==> src/rtl/core/amf_pkg.sv <==
// Shared types, constants and register codes for the alpha morphology filter.
// No dependencies; every other file of the block imports this package.
package amf_pkg;

  localparam int MAX_WIDTH  = 2048;
  localparam int MAX_PASSES = 5;
  localparam int FRAC_BITS  = 8;

  localparam int VAL_W  = 8 + FRAC_BITS;           // 8.8 pixel value
  localparam int PRE_W  = VAL_W + 3;               // up to 5x a value, or an 8-term sum
  localparam int EW     = 12;                      // frame_width register
  localparam int HW     = 16;                      // frame_height register
  localparam int AW     = $clog2(MAX_WIDTH);       // line RAM address
  localparam int FILL_W = EW + 1;
  localparam int TOT_W  = EW + HW;
  localparam int NS_W   = 3;

  localparam int SOFT_GAIN_W = 14;
  localparam logic [SOFT_GAIN_W-1:0] SOFT_GAIN = SOFT_GAIN_W'(13107);
  localparam logic [VAL_W-1:0] FULL_SCALE = VAL_W'(255 << FRAC_BITS);

  localparam int Q_DEPTH  = 4;
  localparam int Q_AW     = $clog2(Q_DEPTH);
  localparam int OF_DEPTH = 32;
  localparam int OF_AW    = $clog2(OF_DEPTH);
  localparam int CNT_W    = OF_AW + 1;

  // operation codes
  localparam logic [2:0] OP_NONE    = 3'd0;
  localparam logic [2:0] OP_SHAVE   = 3'd1;
  localparam logic [2:0] OP_HSHRINK = 3'd2;
  localparam logic [2:0] OP_SSHRINK = 3'd3;
  localparam logic [2:0] OP_HGROW   = 3'd4;
  localparam logic [2:0] OP_SGROW   = 3'd5;
  localparam logic [2:0] OP_THRESH  = 3'd6;
  localparam logic [2:0] OP_NONE_B  = 3'd7;

  // register indexes
  localparam logic [2:0] REG_WIDTH  = 3'd0;
  localparam logic [2:0] REG_HEIGHT = 3'd1;
  localparam logic [2:0] REG_OP     = 3'd2;
  localparam logic [2:0] REG_PASSES = 3'd3;
  localparam logic [2:0] REG_THRESH = 3'd4;
  localparam logic [2:0] REG_INVERT = 3'd5;

  typedef struct packed {
    logic [EW-1:0]    w;      // effective width
    logic [HW-1:0]    h;      // effective height
    logic [2:0]       op;
    logic [NS_W-1:0]  ns;     // active stages
    logic [15:0]      thr;
    logic             inv;
    logic [TOT_W-1:0] total;  // pixels per frame
    logic             clr;    // restart frame position
  } cfg_t;

  typedef struct packed {
    logic       flush;
    logic [7:0] alpha;
  } item_t;

  typedef struct packed {
    logic             tok;  // item slot occupied
    logic             vld;  // slot carries a pixel
    logic [VAL_W-1:0] val;
  } link_t;

endpackage

==> src/rtl/core/amf_front.sv <==
// Front end: input word queue, configuration registers and APB-style port.
// Depends on amf_pkg.
module amf_front import amf_pkg::*; (
  input  logic        clk,
  input  logic        rst_n,
  input  logic        in_tvalid,
  output logic        in_tready,
  input  logic [7:0]  in_tdata,     // [7:0] alpha_in
  input  logic        in_tuser,     // [0] flush
  input  logic        cfg_psel,
  input  logic        cfg_penable,
  input  logic        cfg_pwrite,
  input  logic [4:0]  cfg_paddr,
  input  logic [31:0] cfg_pwdata,
  output logic [31:0] cfg_prdata,
  output logic        cfg_pready,
  output item_t       q_item,
  output logic        q_valid,
  input  logic        q_pop,
  output cfg_t        cfg
);

  item_t            q_mem [Q_DEPTH];
  logic [Q_AW-1:0]  q_wr_r, q_rd_r;
  logic [Q_AW:0]    q_cnt_r;
  logic             push;

  logic [EW-1:0]    width_r;
  logic [HW-1:0]    height_r;
  logic [2:0]       op_r;
  logic [2:0]       pass_r;
  logic [15:0]      thr_r;
  logic             inv_r;
  logic [TOT_W-1:0] total_r;
  logic             clr_r;

  logic             wr_en;
  logic [2:0]       idx;
  logic [EW-1:0]    ew;
  logic [HW-1:0]    eh;
  logic [NS_W-1:0]  ns;

  assign in_tready = (q_cnt_r != (Q_AW+1)'(Q_DEPTH));
  assign push      = in_tvalid & in_tready;
  assign q_valid   = (q_cnt_r != '0);
  assign q_item    = q_mem[q_rd_r];

  always_ff @(posedge clk) begin
    if (push) begin
      q_mem[q_wr_r] <= '{flush: in_tuser, alpha: in_tdata};
    end
  end

  always_ff @(posedge clk) begin
    if (!rst_n) begin
      q_wr_r  <= '0;
      q_rd_r  <= '0;
      q_cnt_r <= '0;
    end else begin
      if (push) q_wr_r <= q_wr_r + 1'b1;
      if (q_pop) q_rd_r <= q_rd_r + 1'b1;
      q_cnt_r <= q_cnt_r + (Q_AW+1)'(push) - (Q_AW+1)'(q_pop);
    end
  end

  assign wr_en      = cfg_psel & cfg_penable & cfg_pwrite;
  assign idx        = cfg_paddr[4:2];
  assign cfg_pready = 1'b1;

  always_ff @(posedge clk) begin
    if (!rst_n) begin
      width_r  <= EW'(640);
      height_r <= HW'(480);
      op_r     <= OP_NONE;
      pass_r   <= 3'd1;
      thr_r    <= 16'd32640;
      inv_r    <= 1'b0;
      clr_r    <= 1'b0;
      total_r  <= '0;
    end else begin
      clr_r   <= 1'b0;
      total_r <= TOT_W'(ew) * TOT_W'(eh);
      if (wr_en) begin
        unique case (idx)
          REG_WIDTH:  begin width_r  <= cfg_pwdata[EW-1:0]; clr_r <= 1'b1; end
          REG_HEIGHT: begin height_r <= cfg_pwdata[HW-1:0]; clr_r <= 1'b1; end
          REG_OP:     begin op_r     <= cfg_pwdata[2:0];    clr_r <= 1'b1; end
          REG_PASSES: begin pass_r   <= cfg_pwdata[2:0];    clr_r <= 1'b1; end
          REG_THRESH: thr_r <= cfg_pwdata[15:0];
          REG_INVERT: inv_r <= cfg_pwdata[0];
          default: ;
        endcase
      end
    end
  end

  always_comb begin
    unique case (idx)
      REG_WIDTH:  cfg_prdata = 32'(width_r);
      REG_HEIGHT: cfg_prdata = 32'(height_r);
      REG_OP:     cfg_prdata = 32'(op_r);
      REG_PASSES: cfg_prdata = 32'(pass_r);
      REG_THRESH: cfg_prdata = 32'(thr_r);
      REG_INVERT: cfg_prdata = 32'(inv_r);
      default:    cfg_prdata = 32'd0;
    endcase
  end

  always_comb begin
    if (width_r < EW'(3)) ew = EW'(3);
    else if (int'(width_r) > MAX_WIDTH) ew = EW'(MAX_WIDTH);
    else ew = width_r;
    eh = (height_r < HW'(3)) ? HW'(3) : height_r;
    if (op_r >= OP_SHAVE && op_r <= OP_SGROW) begin
      ns = (int'(pass_r) > MAX_PASSES) ? NS_W'(MAX_PASSES) : pass_r;
    end else begin
      ns = '0;
    end
  end

  assign cfg = '{w: ew, h: eh, op: op_r, ns: ns, thr: thr_r, inv: inv_r,
                 total: total_r, clr: clr_r};

endmodule

==> config.mk <==
export PLATFORM = sky130hd
export DESIGN_NAME = amf_front
export DESIGN_NICKNAME = d
export VERILOG_FILES = /design/src/rtl/core/amf_pkg.sv /design/src/rtl/core/amf_front.sv
export SDC_FILE = /design/constraint.sdc
export NUM_CORES = 1
export LEC_CHECK = 0
export CORE_MARGIN = 1
export CORE_UTILIZATION = 25
export CTS_BUF_LIST = sky130_fd_sc_hd__clkbuf_16
export CTS_CLUSTER_DIAMETER = 80
export CTS_CLUSTER_SIZE = 10
export DETAILED_ROUTE_END_ITERATION = 8
export DONT_BUFFER_PORTS = 1
export PLACE_DENSITY = 0.42
export SYNTH_ARGS = -nofsm -noshare
export SYNTH_HDL_FRONTEND = slang
export SYNTH_SLANG_ARGS = --single-unit
==> constraint.sdc <==
create_clock -name clk -period 6.6 [get_ports clk]
set_input_delay 0.66 -clock clk [delete_from_list [all_inputs] [get_ports clk]]
set_output_delay 0.66 -clock clk [all_outputs]
set_load 0.02 [all_outputs]
==> summary.txt <==
GRT
---------------------------------------------------------------------------------
Overall overflow remaining after global route ......................            0
GRT busiest layer ..................................................         met2
Global-route wire length before repair .............................     52630 um
Largest net degree at the start of global routing ..................           50
Met3 layer usage reported by global route ..........................       4.848%
Overall routing resource usage .....................................       14.99%
Antenna violations before repair ...................................            1
Met1 track demand over resource in global routing ..................       20.31%
Via count of the first global-routing pass .........................         8577
M2 GR Usage ........................................................       22.94%

RUN
---------------------------------------------------------------------------------
Number of max-cap violations .......................................            0

WORST SETUP PATH
---------------------------------------------------------------------------------
Cell type of the slowest stage on the worst timing path ............         fa_1
Sort of element at the start of the critical path ..................    flip-flop
Highest fanout seen on the critical path ...........................            9
Signal arrival time at the worst endpoint ..........................      6530 ps
Critical Path Max Stage Delay ......................................       570 ps
Cell seen most often among critical-path stages ....................         fa_1
RR Endpoint ........................................................  total_r[27]
Element type at the critical path end ..............................    flip-flop
Worst setup path class ............................................. flip-flop to flip-flop
Cell type group with the largest total delay on the critical path ..  adder cells
Flop-to-flop setup slack ...........................................       430 ps
Required time of the worst setup path ..............................      6970 ps
Critical path buffers and inverters ................................            2
Worst reg2reg path depth ...........................................           19
Critical path, cell by cell ........................................ nor4_1, nand3_1, o31a_4, nor2b_4, and2_1, fa_1, fa_1, fa_1, fa_1, inv_1, fa_1, inv_1, ha_1, a21oi_1, o21ai_0, a211oi_2, o21ai_2, o22ai_1, mux2_1
Critical register-to-register path startpoint ......................  width_r[10]

YOSYS
---------------------------------------------------------------------------------
Synth top area cells ............................................... fa_1 25%, dfxtp_1 16%, edfxtp_1 9.4%
Most used standard cell by instance count after synthesis ..........      nand2_1
Mapped Area ........................................................  11450 sq um
Number of library cell types mapped by synthesis ...................           66
Area share of the leading cell type in the synthesized netlist .....       24.64%
Main flop type after synthesis .....................................      dfxtp_1
Cell type with the largest total area after synthesis ..............         fa_1
Number of cells produced by synthesis ..............................         1288
Leading cell types by count after synthesis ........................ 250 x nand2_1, 188 x inv_1, 141 x fa_1, 89 x dfxtp_1
Number of flops mapped to enable cells by yosys ....................           36
Synth warn .........................................................            0
Synthesis-stage register bit count .................................          125
Fraction of synthesis flops using an asynchronous set or reset pin .           0%
Syn Area/Cell ......................................................  8.892 sq um
Register area share after synthesis ................................       24.99%

PLACED DESIGN
---------------------------------------------------------------------------------
Post-detail-place hpwl .............................................     24740 um
Quantity of I/O buffers inserted on ports ..........................            0
Dpl cell area ......................................................  12270 sq um
Pre-CTS setup slack ................................................     191.4 ps
Final GP Congestion ................................................       0.8032

CLOCK TREE
---------------------------------------------------------------------------------
Clock slew seen by the registers of the worst setup and hold paths .        70 ps
CTS Hold Buffers Added .............................................            0
Number of levels the H-tree was split into .........................            4
Worst-Skew Late Latency ............................................       480 ps
Clock Root Buffer ..................................................    clkbuf_16
Longest Clk Path Bufs ..............................................            2
Clock tree from TritonCTS ..........................................        built
Sink Count .........................................................          125
TritonCTS buffer count .............................................           17

HOLD PATH
---------------------------------------------------------------------------------
Worst hold-check path type ......................................... primary input to flip-flop
Endpoint, Worst Hold ...............................................        clr_r
Hold path start .................................................... cfg_paddr[4]
Worst Hold Path Cells ..............................................            1

POWER
---------------------------------------------------------------------------------
Part of the power in combinational logic ...........................        13.6%
Peak VDD IR ........................................................    0.2093 mV
Power consumption ..................................................      2141 uW
Net switching fraction of the power ................................       29.04%
Portion of total power attributed to sequential cells ..............        40.8%
Proportion of power drawn by the clock network .....................        45.6%
Internal Power .....................................................      1520 uW
Standby leakage power ..............................................  0.005811 uW
Switching power total ..............................................     621.9 uW
Power density normalized to cell area .............................. 166.3 nW/um^2

ROUTE
---------------------------------------------------------------------------------
Number of DRC violations after detailed routing ....................            0
Router iterations before antenna repair ............................            6
Iter 0 DRT Violations ..............................................          388
Total number of vias ...............................................         8399
Routed WL ..........................................................     33000 um
ANT nets after route ...............................................            0
Average routed wire per standard cell ..............................     17.35 um
Via-per-instance ratio .............................................        4.416

FINISH
---------------------------------------------------------------------------------
Net count of the finished layout ...................................         1555
Layout-stage area growth over the synthesis result .................       12.40%
Design Area, Final .................................................  12870 sq um
Inserted Diodes ....................................................            0
Share of the core filled with cells ................................       28.43%
Fraction of final layout cells sized beyond drive strength 1 .......       10.37%

FLOORPLANNING
---------------------------------------------------------------------------------
Starting Density ...................................................       25.29%
Height of the die ..................................................     216.0 um
IO Pins ............................................................          177
Chip width .........................................................     216.0 um
Die area ...........................................................  46670 sq um
Number of placement rows ...........................................           78
Core region area ...................................................  45280 sq um

STA
---------------------------------------------------------------------------------
Setup clock skew after layout ......................................     10.41 ps
Final number of max-transition violations ..........................            0
Worst Slack Setup Final ............................................     432.3 ps
Number of hold violations in the final report ......................            0
Final Critical Period ..............................................      6168 ps
Fin crit share .....................................................       93.45%
Slew at the pin with the worst max-slew slack ......................      1260 ps
Worst slew margin relative to its limit ............................       15.56%
Total setup violations reported at the end of the flow .............            0
Max Freq ...........................................................    162.1 MHz
Tightest hold margin ...............................................     252.8 ps

STATUS
---------------------------------------------------------------------------------
Status ............................................................. complete, no violations

[worst max path at each step]
stage	startpoint	endpoint	slack, ps	cells after the start
floorplan	width_r[10]	total_r[27]	850	23
global placement	height_r[1]	total_r[27]	290	19
detailed placement	height_r[1]	total_r[27]	190	19
CTS	height_r[1]	total_r[27]	160	19
global route	width_r[10]	total_r[27]	-4	22
finish	width_r[10]	total_r[27]	430	19
[metrics by stage]
stage / std cells / setup TNS [ps]
floorplan: 1303 / 0
global placement: 1868 / 0
detailed placement: 1868 / 0
CTS: 1900 / 0
global route: 1902 / -3.990
finish: 1902 / 0
[repair_timing]
item / CTS / global route
endpoints found under the setup margin: 0 / 4
resized for setup: 0 / 1
hold endpoints to repair: 0 / 0
setup buffers: 0 / 2
[cell type report]
| cell class | instances | area, sq um |
|---|---|---|
| fill | 4906 | 32410 |
| multi-input combinational | 890 | 7447 |
| sequential | 125 | 2863 |
| tap | 600 | 750.7 |
| inverter | 191 | 716.9 |
| timing repair buffer | 64 | 505.5 |
| clock buffer | 18 | 450.4 |
| clock inverter | 14 | 140.1 |
[placed cells by master (no fill, tap or decap), types with 17 or more instances in the layout]
master	n
buf_4	62
nand3_1	20
dfxtp_1	89
conb_1	17
nand2_1	250
ha_1	72
mux2i_1	19
and2_1	65
clkbuf_16	18
nor2_1	72
edfxtp_1	36
inv_1	189
fa_1	141
a21oi_1	67
[flip-flops by register name, summed over array words and instances, names as in the netlist, named ones only]
| name | flops |
|---|---|
| pass_r | 3 |
| thr_r | 16 |
| q_wr_r | 2 |
| clr_r | 1 |
| total_r | 28 |
| op_r | 3 |
| inv_r | 1 |
| q_rd_r | 2 |
| height_r | 16 |
| q_cnt_r | 3 |
| width_r | 12 |
| q_mem | 36 |
[cell families (layout without fill, tap and decap cells)]
family	count (synthesis)	count (layout)	synth area share, %
AND/OR/NAND/NOR	466	466	18.45
multiplexers	31	31	3.823
AO/OA/AOI/OAI	144	144	8.062
XOR/XNOR	19	19	1.453
adder cells (fa/ha/maj)	213	213	32.51
buffers and inverters	288	287	10.64
other	2	17	0.06557
flip-flops	125	125	24.99
[per-layer routing]
| metal | vias up | share of wire, % |
|---|---|---|
| li1 | 3993 | - |
| met1 | 4222 | 47 |
| met2 | 162 | 46 |
| met3 | 22 | 6.3 |
| met4 | 0 | 0.98 |
| met5 | - | 0 |
[power groups by stage]
stage               clock [uW]  combinational [uW]  sequential (uW)
floorplan                    0                 239              878
global placement             0                 294              890
detailed placement           0                 295              891
CTS                       1010                 298              875
global route              1040                 330              880
finish                     977                 291              873
Power figures use the tool's default switching activity.
